===== config.mk =====
export PLATFORM = sky130hd
export DESIGN_NAME = particle_sensor_frame_receiver
export DESIGN_NICKNAME = d
export VERILOG_FILES = /design/src/sv/psfr_pkg.sv /design/src/sv/psfr_dpath.sv /design/src/sv/psfr_ctrl.sv /design/src/sv/particle_sensor_frame_receiver.sv
export SDC_FILE = /design/constraint.sdc
export NUM_CORES = 1
export LEC_CHECK = 0
export ABC_AREA = 1
export BUFFER_PORTS_ARGS = -buffer_cell sky130_fd_sc_hd__buf_2
export CAP_MARGIN = 10
export CORE_MARGIN = 4
export CORE_UTILIZATION = 60
export DETAILED_ROUTE_END_ITERATION = 7
export HOLD_SLACK_MARGIN = 0.15
export PLACE_DENSITY = 0.79
export SETUP_SLACK_MARGIN = 0.02
export SYNTH_ARGS = -nofsm -noshare
export SYNTH_HDL_FRONTEND = slang
export SYNTH_SLANG_ARGS = --single-unit
export TNS_END_PERCENT = 1

===== constraint.sdc =====
create_clock -name clock -period 3.8 [get_ports clock]
set_input_delay 0.95 -clock clock [delete_from_list [all_inputs] [get_ports clock]]
set_output_delay 0.95 -clock clock [all_outputs]
set_load 0.02 [all_outputs]

===== src/sv/psfr_pkg.sv =====
`default_nettype none
// ----------------------------------------------------------------------------
// psfr_pkg
// Shared types and constants of the particle sensor frame receiver: result
// codes, register indexes, reset values and the controller/datapath link.
// ----------------------------------------------------------------------------
package psfr_pkg;

   typedef logic [1:0] status_type;

   // Result codes
   localparam status_type ST_VALID      = 2'd0;
   localparam status_type ST_BAD_HEADER = 2'd1;
   localparam status_type ST_BAD_SUM    = 2'd2;

   // Configuration register indexes
   typedef logic [1:0] csr_index_type;
   localparam csr_index_type REG_HEADER_FIRST  = 2'd0;
   localparam csr_index_type REG_HEADER_SECOND = 2'd1;

   // Register reset values
   localparam logic [7:0] HEADER_FIRST_RESET  = 8'h42;
   localparam logic [7:0] HEADER_SECOND_RESET = 8'h4D;

   // Controller to datapath commands
   typedef struct packed {
      logic accept;      // byte transfer: store it at the fill position
      logic scan_start;  // frame complete: rewind the read address
      logic rd_step;     // issue one store read, advance the read address
      logic copy_mode;   // returned read data is moved down, not checked
      logic load_rsp;    // capture the check outcome in the result register
      logic copy_start;  // begin realignment at the header pair found
      logic clear_fill;  // empty the store
   } cmd_type;

   // Datapath to controller status
   typedef struct packed {
      logic last_slot;   // next byte completes the frame
      logic rd_last;     // read address is at the last store entry
      logic frame_ok;    // header and checksum both match
      logic hit_found;   // a later header pair was seen during the scan
   } sts_type;

endpackage
`default_nettype wire


===== src/sv/psfr_dpath.sv =====
`default_nettype none
// ----------------------------------------------------------------------------
// psfr_dpath
// Frame store, fill count, scan accumulators, header registers, realignment
// copy and the result register.
// ----------------------------------------------------------------------------
module psfr_dpath #(
   parameter int FRAME_LEN = 32
) (
   input  wire logic                   clock,
   input  wire logic                   reset,
   input  wire psfr_pkg::cmd_type      cmd,
   output psfr_pkg::sts_type           sts,
   input  wire logic [7:0]             rx_byte,
   input  wire logic                   csr_we,
   input  wire psfr_pkg::csr_index_type csr_index,
   input  wire logic [7:0]             csr_wdata,
   output psfr_pkg::status_type        rsp_status,
   output logic [15:0]                 rsp_pm_1um,
   output logic [15:0]                 rsp_pm_2p5um,
   output logic [15:0]                 rsp_pm_10um
);

   localparam int AW = $clog2(FRAME_LEN);
   localparam logic [AW-1:0] IDX_LAST   = AW'(FRAME_LEN - 1);
   localparam logic [AW-1:0] IDX_TRL_HI = AW'(FRAME_LEN - 2);
   localparam logic [AW-1:0] IDX_SUM_END = AW'(FRAME_LEN - 3);
   localparam logic [AW:0]   LEN_W      = (AW+1)'(FRAME_LEN);

   logic [7:0]    mem [FRAME_LEN];

   logic [7:0]    hdr_first_ff, hdr_second_ff;
   logic [AW-1:0] fill_ff, fill_in;
   logic [AW-1:0] rd_addr_ff, rd_addr_in;
   logic [AW-1:0] cp_dst_ff;
   logic [7:0]    rd_data_ff;
   logic          dv_ff;
   logic [AW-1:0] didx_ff;
   logic [7:0]    b0_ff, b1_ff, prev_ff;
   logic [15:0]   sum_ff, trail_ff;
   logic [15:0]   pa_ff, pb_ff, pc_ff;
   logic          hit_ff;
   logic [AW-1:0] hit_off_ff;

   logic          wr_en;
   logic [AW-1:0] wr_addr;
   logic [7:0]    wr_data;
   logic          hdr_ok, sum_ok, scan_en;

   // Configuration registers
   always_ff @(posedge clock) begin
      if (reset) begin
         hdr_first_ff  <= psfr_pkg::HEADER_FIRST_RESET;
         hdr_second_ff <= psfr_pkg::HEADER_SECOND_RESET;
      end else if (csr_we) begin
         case (csr_index)
            psfr_pkg::REG_HEADER_FIRST:  hdr_first_ff  <= csr_wdata;
            psfr_pkg::REG_HEADER_SECOND: hdr_second_ff <= csr_wdata;
            default: ;
         endcase
      end
   end

   // Store write port: incoming byte or realignment copy
   always_comb begin
      wr_en   = 1'b0;
      wr_addr = fill_ff;
      wr_data = rx_byte;
      if (cmd.accept) begin
         wr_en = 1'b1;
      end else if (dv_ff && cmd.copy_mode) begin
         wr_en   = 1'b1;
         wr_addr = cp_dst_ff;
         wr_data = rd_data_ff;
      end
   end

   always_ff @(posedge clock) begin
      if (wr_en) begin
         mem[wr_addr] <= wr_data;
      end
      rd_data_ff <= mem[rd_addr_ff];
   end

   // Fill count and read address
   always_comb begin
      fill_in = fill_ff;
      if (cmd.clear_fill) begin
         fill_in = '0;
      end else if (cmd.copy_start) begin
         fill_in = AW'(LEN_W - {1'b0, hit_off_ff});
      end else if (cmd.accept && !sts.last_slot) begin
         fill_in = fill_ff + 1'b1;
      end

      rd_addr_in = rd_addr_ff;
      if (cmd.scan_start) begin
         rd_addr_in = '0;
      end else if (cmd.copy_start) begin
         rd_addr_in = hit_off_ff;
      end else if (cmd.rd_step) begin
         rd_addr_in = rd_addr_ff + 1'b1;
      end
   end

   always_ff @(posedge clock) begin
      if (reset) begin
         fill_ff <= '0;
         dv_ff   <= 1'b0;
      end else begin
         fill_ff <= fill_in;
         dv_ff   <= cmd.rd_step;
      end
      rd_addr_ff <= rd_addr_in;
      didx_ff    <= rd_addr_ff;
      if (cmd.copy_start) begin
         cp_dst_ff <= '0;
      end else if (dv_ff && cmd.copy_mode) begin
         cp_dst_ff <= cp_dst_ff + 1'b1;
      end
   end

   // Scan: header bytes, checksum, trailer, readings and header pair search
   assign scan_en = dv_ff && !cmd.copy_mode;

   always_ff @(posedge clock) begin
      if (scan_en) begin
         prev_ff <= rd_data_ff;
         if (didx_ff == '0) begin
            b0_ff  <= rd_data_ff;
            sum_ff <= {8'h00, rd_data_ff};
            hit_ff <= 1'b0;
         end else begin
            if (didx_ff <= IDX_SUM_END) begin
               sum_ff <= sum_ff + {8'h00, rd_data_ff};
            end
            if (didx_ff != AW'(1) && !hit_ff && prev_ff == hdr_first_ff
                && rd_data_ff == hdr_second_ff) begin
               hit_ff     <= 1'b1;
               hit_off_ff <= didx_ff - 1'b1;
            end
         end
         if (didx_ff == AW'(1)) b1_ff <= rd_data_ff;
         if (didx_ff == AW'(4)) pa_ff[15:8] <= rd_data_ff;
         if (didx_ff == AW'(5)) pa_ff[7:0]  <= rd_data_ff;
         if (didx_ff == AW'(6)) pb_ff[15:8] <= rd_data_ff;
         if (didx_ff == AW'(7)) pb_ff[7:0]  <= rd_data_ff;
         if (didx_ff == AW'(8)) pc_ff[15:8] <= rd_data_ff;
         if (didx_ff == AW'(9)) pc_ff[7:0]  <= rd_data_ff;
         if (didx_ff == IDX_TRL_HI) trail_ff[15:8] <= rd_data_ff;
         if (didx_ff == IDX_LAST)   trail_ff[7:0]  <= rd_data_ff;
      end
   end

   assign hdr_ok = (b0_ff == hdr_first_ff) && (b1_ff == hdr_second_ff);
   assign sum_ok = (sum_ff == trail_ff);

   // Result register
   always_ff @(posedge clock) begin
      if (cmd.load_rsp) begin
         if (!hdr_ok) begin
            rsp_status <= psfr_pkg::ST_BAD_HEADER;
         end else if (!sum_ok) begin
            rsp_status <= psfr_pkg::ST_BAD_SUM;
         end else begin
            rsp_status <= psfr_pkg::ST_VALID;
         end
         rsp_pm_1um   <= (hdr_ok && sum_ok) ? pa_ff : 16'h0000;
         rsp_pm_2p5um <= (hdr_ok && sum_ok) ? pb_ff : 16'h0000;
         rsp_pm_10um  <= (hdr_ok && sum_ok) ? pc_ff : 16'h0000;
      end
   end

   assign sts.last_slot = (fill_ff == IDX_LAST);
   assign sts.rd_last   = (rd_addr_ff == IDX_LAST);
   assign sts.frame_ok  = hdr_ok && sum_ok;
   assign sts.hit_found = hit_ff;

endmodule
`default_nettype wire


===== src/sv/psfr_ctrl.sv =====
`default_nettype none
// ----------------------------------------------------------------------------
// psfr_ctrl
// Sequencer of the frame receiver: byte intake, frame scan, result hand-off
// and realignment copy. Owns the result valid flag.
// ----------------------------------------------------------------------------
module psfr_ctrl (
   input  wire logic              clock,
   input  wire logic              reset,
   input  wire logic              req_valid,
   output logic                   req_ready,
   output logic                   rsp_valid,
   input  wire logic              rsp_ready,
   input  wire psfr_pkg::sts_type sts,
   output psfr_pkg::cmd_type      cmd
);

   typedef enum logic [2:0] {
      S_IDLE,
      S_SCAN,
      S_SCAN_TAIL,
      S_POST,
      S_COPY,
      S_COPY_TAIL
   } state_type;

   state_type state_ff, state_in;
   logic      rsp_valid_ff, rsp_valid_in;
   logic      slot_free;

   assign slot_free = !rsp_valid_ff || rsp_ready;
   assign req_ready = (state_ff == S_IDLE);
   assign rsp_valid = rsp_valid_ff;

   // Commands and next state
   always_comb begin
      cmd          = '0;
      state_in     = state_ff;
      rsp_valid_in = rsp_valid_ff && !rsp_ready;
      case (state_ff)
         S_IDLE: begin
            cmd.accept = req_valid;
            if (req_valid && sts.last_slot) begin
               cmd.scan_start = 1'b1;
               state_in       = S_SCAN;
            end
         end
         S_SCAN: begin
            cmd.rd_step = 1'b1;
            if (sts.rd_last) state_in = S_SCAN_TAIL;
         end
         S_SCAN_TAIL: begin
            state_in = S_POST;
         end
         S_POST: begin
            if (slot_free) begin
               cmd.load_rsp = 1'b1;
               rsp_valid_in = 1'b1;
               if (!sts.frame_ok && sts.hit_found) begin
                  cmd.copy_start = 1'b1;
                  state_in       = S_COPY;
               end else begin
                  cmd.clear_fill = 1'b1;
                  state_in       = S_IDLE;
               end
            end
         end
         S_COPY: begin
            cmd.rd_step   = 1'b1;
            cmd.copy_mode = 1'b1;
            if (sts.rd_last) state_in = S_COPY_TAIL;
         end
         S_COPY_TAIL: begin
            cmd.copy_mode = 1'b1;
            state_in      = S_IDLE;
         end
         default: begin
            state_in = S_IDLE;
         end
      endcase
   end

   always_ff @(posedge clock) begin
      if (reset) begin
         state_ff     <= S_IDLE;
         rsp_valid_ff <= 1'b0;
      end else begin
         state_ff     <= state_in;
         rsp_valid_ff <= rsp_valid_in;
      end
   end

endmodule
`default_nettype wire


===== src/sv/particle_sensor_frame_receiver.sv =====
`default_nettype none
// ----------------------------------------------------------------------------
// particle_sensor_frame_receiver
// Collects sensor bytes into a frame, checks header and checksum, returns
// the three particle readings or a failure code, and realigns on failure.
// ----------------------------------------------------------------------------
// A byte that does not complete a frame is stored and the block is ready
// again at once. The byte that completes a frame starts a walk over the
// frame store through its single registered read port, followed by any
// wait for the previous result to be taken. On a failure with a later
// header pair at offset i, the kept bytes are moved down one per cycle.
// Input is not taken during the walk or the move; a finished result waits
// in the output register while new bytes are taken. Header bytes are
// written through csr_we/csr_index.
module particle_sensor_frame_receiver #(
   parameter int FRAME_LEN = 32
) (
   input  wire logic                    clock,
   input  wire logic                    reset,
   input  wire logic                    req_valid,
   output logic                         req_ready,
   input  wire logic [7:0]              req_rx_byte,
   output logic                         rsp_valid,
   input  wire logic                    rsp_ready,
   output psfr_pkg::status_type         rsp_status,
   output logic [15:0]                  rsp_pm_1um,
   output logic [15:0]                  rsp_pm_2p5um,
   output logic [15:0]                  rsp_pm_10um,
   input  wire logic                    csr_we,
   input  wire psfr_pkg::csr_index_type csr_index,
   input  wire logic [7:0]              csr_wdata
);

   psfr_pkg::cmd_type cmd;
   psfr_pkg::sts_type sts;

   psfr_ctrl u_ctrl (
      .clock     (clock),
      .reset     (reset),
      .req_valid (req_valid),
      .req_ready (req_ready),
      .rsp_valid (rsp_valid),
      .rsp_ready (rsp_ready),
      .sts       (sts),
      .cmd       (cmd)
   );

   psfr_dpath #(
      .FRAME_LEN (FRAME_LEN)
   ) u_dpath (
      .clock        (clock),
      .reset        (reset),
      .cmd          (cmd),
      .sts          (sts),
      .rx_byte      (req_rx_byte),
      .csr_we       (csr_we),
      .csr_index    (csr_index),
      .csr_wdata    (csr_wdata),
      .rsp_status   (rsp_status),
      .rsp_pm_1um   (rsp_pm_1um),
      .rsp_pm_2p5um (rsp_pm_2p5um),
      .rsp_pm_10um  (rsp_pm_10um)
   );

   // Frame-completing transfer starts the scan and closes the input
   a_scan_blocks_input : assert property (@(posedge clock) disable iff (reset)
      (req_valid && req_ready && sts.last_slot) |=> !req_ready)
      else $error("input still open after frame completed");

   // A result is only loaded into a free output register
   a_load_free_slot : assert property (@(posedge clock) disable iff (reset)
      cmd.load_rsp |-> (!rsp_valid || rsp_ready))
      else $error("result loaded over a pending result");

   // Result valid only rises after a load
   a_valid_from_load : assert property (@(posedge clock) disable iff (reset)
      $rose(rsp_valid) |-> $past(cmd.load_rsp))
      else $error("result valid without a load");

endmodule
`default_nettype wire

==> metrics list <==
- Yosys mapped a number of flops with a built-in enable equal to 416.
- In this run the most critical hold path is launched from u_dpath.hdr_second_ff[4]$_SDFFE_PP0P_.
- Multiplexer area fraction after synthesis: 0%
- Layout cells sized above 1: 11.6%
- The tightest min-delay check is of the reg -> reg type.
* Aggregate global routing overflow: 0
* Total DRC errors in the routed layout: 0
* Internal power: 9.83 mW
* Count of H-tree levels built during CTS: 2
- CTS saw 465 sinks.
* Data required time at the worst endpoint: 3980 ps
* Post-route setup TNS: 0 ps
- Cell area power density: 695 nW/µm²
- Of all nets on the critical path, the largest fanout is 23.
- Of the total synthesized cell area, the portion taken by XOR and XNOR cells is 1.94%.
- The critical path is of the reg -> reg type.
- The number of antenna violations at the first check in global routing is 1.
- Simple logic cell fraction of the synthesized area: 11.7%
* Launching element type of the critical path: flop
* Crit path DAT: 3110 ps
- Hold buffer count at cts: 0
- When the netlist entered floorplanning its net count stood at 1634.
- The smallest clock period supported by the final layout is computed as 2930 ps.
- Asr flop ratio synth: 0%
* Count leader, synth: sky130_fd_sc_hd__edfxtp_1
- Syn Area/Cell: 11.9 µm²
* Overall die height: 186 µm
* Number of pins exceeding their max-slew limit in the final report: 0
- Slack of the worst reg-to-reg path: 870 ps
* Number of synthesized register bits: 465
* Wirelength, routed: 44000 µm
- Actual transition at the worst max-transition pin: 1100 ps
* Most common flop cell mapped by yosys: sky130_fd_sc_hd__edfxtp_1
- Crit share post-route: 77.1%
- Dividing the detail-routed via count by the number of cells gives 5.99.
- The synthesized design spends more area on one cell type than any other, namely sky130_fd_sc_hd__edfxtp_1.
* Routed Antenna Nets: 0
- Summed over its instances, the top area cell type makes up 65.7% of the synthesized netlist area.
* Core Area: 30900 µm²
* Fraction of the mapped netlist area in compound gates: 9.57%
- Total number of vias: 12600
- After detailed routing, the average wire length per cell comes to 21.0 µm.
- Placer Congestion: 0.891
* Count of synthesis-stage warnings from yosys: 0
* Dpl hpwl: 28000 µm
* Largest net degree at the start of global routing: 76
- Synthesis instantiated 42 different standard cells from the library.
* Util after Layout: 68.9%
- Ranking of synthesized cells by area: sky130_fd_sc_hd__edfxtp_1 66%, sky130_fd_sc_hd__nor2_1 5.5%, sky130_fd_sc_hd__dfxtp_1 5.2%, sky130_fd_sc_hd__o21ai_0 4.4%, sky130_fd_sc_hd__nand2_1 3.3%
- Combinational share of power: 26.4%
- At the end of the flow, the number of nets in the layout was 1710.
* Hold Path Cell Cnt: 2
* Adder-cell share of the synthesized area: 1.36%
- Number of violations reported at the end of detailed-routing iteration 0: 1589
- The number of hold violations in the final report was 0.
* Result of the run: finished, final reports clean
- Synthesis handed over a netlist of 1591 instances.
- Hold worst-path end: u_dpath.hdr_second_ff[4]$_SDFFE_PP0P_
* Worst-Skew Late Latency: 550 ps
- Area of placed instances: 19900 µm²
- Worst flop-to-flop path endpoint: u_dpath.mem[21][3]$_DFFE_PP_
* Sequential power share: 44.2%
* Die area: 34600 µm²
- For this run, the register share of the synthesized area comes to 70.9%.
* Max Clk Rate: 341 MHz
- The longest clock path from root to sink contains 3 buffers.
- Across the VDD grid, the largest voltage drop is 451 µV.
* Starting density of the core: 61.5%
- Startpoint of the worst register-to-register path: u_ctrl.state_ff[2]$_SDFFE_PP0P_
- In the synthesized netlist, the cells that appear most often are 416 x sky130_fd_sc_hd__edfxtp_1, 279 x sky130_fd_sc_hd__nor2_1, 168 x sky130_fd_sc_hd__o21ai_0, 166 x sky130_fd_sc_hd__nand2_1, 140 x sky130_fd_sc_hd__inv_1.
- Iteration count of the initial detailed-routing pass: 6
- Type of destination of the critical path: flop
- The number of clock buffers added by TritonCTS is 45.
* Mapped Area: 19000 µm²
* Area growth, synth to finish: 12.1%
- The analysis attributes to cell leakage a power of 7.73 nW.
- Setup violations remaining at the end of the flow were counted as 0.
- Post-CTS Setup Repair Bufs: 0
* Clock tree from TritonCTS: built
- Once layout is done, the placed cells without fillers occupy 21300 µm².
- After clock tree synthesis, the clock-pin slew on the worst setup and hold paths is 70 ps.
- The clock arrives with 11.7 ps of skew.
- Worst relative slew slack: 25.8%
- R2r worst-path depth: 6
- Largest family of logic cells by synthesized area: simple AND/OR/NAND/NOR gates
- In this run switching power makes up 33.6% of total power.
* Die X: 186 µm
- Max Cap Viol: 0
- Setup repair after global routing missed its margin: no
- After filler insertion, the fill cell instance count of the layout stands at 2120.
- Post-CTS repair changed the size of 0 cells.
- FP Rows: 64
* Clock group share of total power: 29.4%
- Switching Power: 4.97 mW
- In this run the clock root is driven by a sky130_fd_sc_hd__clkbuf_16.
- All-layer global routing usage: 25.5%
- Number of global-route vias before repair: 12300
- Number of buffers added on ports: 74
- I/O Pins: 75
- Wire length of the first global-routing pass: 68300 µm
==> worst max-delay path, cell delays in order, from the launching register on <==
cell and delay, ps:
sky130_fd_sc_hd__dfxtp_1 430, sky130_fd_sc_hd__inv_2 100, sky130_fd_sc_hd__nor3_4 380, sky130_fd_sc_hd__inv_2 330, sky130_fd_sc_hd__nand2_1 290, sky130_fd_sc_hd__nand3_2 320
sky130_fd_sc_hd__nor2_1 700
==> metal layers <==
layer  GRT usage (%)  up-vias  part of all wire [%]
met5               0        -                     0
met2            41.9      685                    48
li1                -     5768                     -
met4            8.83        0                   3.5
met3            4.10      119                   8.8
met1            35.2     6001                    39
==> layout make-up <==
type | instances | area (µm²) | share of cell area [%]
flip-flops and latches | 465 | 13500 | 63.3
clock inverters | 21 | 206 | 0.969
multi-input cells | 911 | 4740 | 22.3
repair buffers | 98 | 588 | 2.76
clock buffers | 60 | 1230 | 5.80
inverters | 146 | 549 | 2.58
well taps | 396 | 495 | 2.33
diodes | 2 | 5.00 | 0.0235
==> how the worst max path moves through the flow <==
| stage | startpoint | to | slack (ps) | cells past startpoint |
|---|---|---|---|---|
| finish | u_ctrl.state_ff[2]$_SDFFE_PP0P_ | u_dpath.mem[21][3]$_DFFE_PP_ | 870 | 6 |
| global route | u_ctrl.state_ff[2]$_SDFFE_PP0P_ | u_dpath.mem[21][3]$_DFFE_PP_ | 630 | 6 |
| detailed placement | u_ctrl.state_ff[2]$_SDFFE_PP0P_ | u_dpath.mem[21][4]$_DFFE_PP_ | 900 | 6 |
| CTS | u_ctrl.state_ff[2]$_SDFFE_PP0P_ | u_dpath.mem[21][6]$_DFFE_PP_ | 900 | 6 |
| global placement | u_ctrl.state_ff[2]$_SDFFE_PP0P_ | u_dpath.mem[21][4]$_DFFE_PP_ | 1060 | 6 |
| floorplan | u_ctrl.state_ff[2]$_SDFFE_PP0P_ | u_dpath.mem[0][0]$_DFFE_PP_ | 980 | 6 |
==> state kept, by name, indices dropped and copies added, names as in the netlist, 8 cells and up <==
name,cells
u_dpath.b1_ff,8
u_dpath.hdr_second_ff,8
u_dpath.pb_ff,16
u_dpath.rsp_pm_1um,16
u_dpath.rsp_pm_2p5um,16
u_dpath.mem,256
u_dpath.prev_ff,8
u_dpath.trail_ff,16
u_dpath.sum_ff,16
u_dpath.hdr_first_ff,8
u_dpath.pc_ff,16
u_dpath.rd_data_ff,8
u_dpath.rsp_pm_10um,16
u_dpath.pa_ff,16
u_dpath.b0_ff,8
==> power by group through the flow <==
| stage | combinational [mW] | clock, mW | sequential, mW |
|---|---|---|---|
| global route | 4.32 | 4.61 | 6.57 |
| finish | 3.92 | 4.35 | 6.54 |
| CTS | 3.86 | 4.39 | 6.53 |
| detailed placement | 3.82 | 0 | 6.64 |
| floorplan | 2.60 | 0 | 6.49 |
| global placement | 3.73 | 0 | 6.62 |
==> per-stage QoR <==
step	power, mW	cells	hold WS, ps	setup WS (ps)
3_5_place_dp	10.5	2016	515	903
6_report	14.8	2099	521	871
5_1_grt	15.5	2098	539	634
2_1_floorplan	9.09	1591	326	975
3_3_place_gp	10.4	2016	491	1060
4_1_cts	14.8	2097	523	903
==> kinds of logic after synthesis <==
logic type | Yosys count
AND/OR/NAND/NOR | 541
flip-flops | 465
AO/OA/AOI/OAI | 308
buffers and inverters | 215
XOR/XNOR | 42
adder cells (fa/ha/maj) | 20
==> layout by cell type, fill, tap and decap left out, types with 6 or more instances in the layout <==
cell type	synthesis	routed
sky130_fd_sc_hd__nand4_1	14	14
sky130_fd_sc_hd__edfxtp_1	416	416
sky130_fd_sc_hd__clkbuf_16	0	47
sky130_fd_sc_hd__nor2_1	279	279
sky130_fd_sc_hd__a31oi_1	12	12
sky130_fd_sc_hd__xnor2_1	32	32
sky130_fd_sc_hd__clkbuf_1	42	12
sky130_fd_sc_hd__o21ai_1	6	6
sky130_fd_sc_hd__a21oi_1	39	39
sky130_fd_sc_hd__nor3_1	12	12
sky130_fd_sc_hd__o21ai_0	168	162
sky130_fd_sc_hd__buf_2	21	74
sky130_fd_sc_hd__xor2_1	10	10
sky130_fd_sc_hd__clkinv_1	1	7
sky130_fd_sc_hd__clkinv_2	0	9
sky130_fd_sc_hd__dfxtp_1	49	47
sky130_fd_sc_hd__o221ai_1	54	54
sky130_fd_sc_hd__o22ai_1	15	15
sky130_fd_sc_hd__ha_1	19	19
sky130_fd_sc_hd__nand2_1	166	163
sky130_fd_sc_hd__inv_1	140	139
sky130_fd_sc_hd__buf_4	3	21
sky130_fd_sc_hd__nand3_1	50	50
Note: power is estimated with default switching activity, not from simulation.
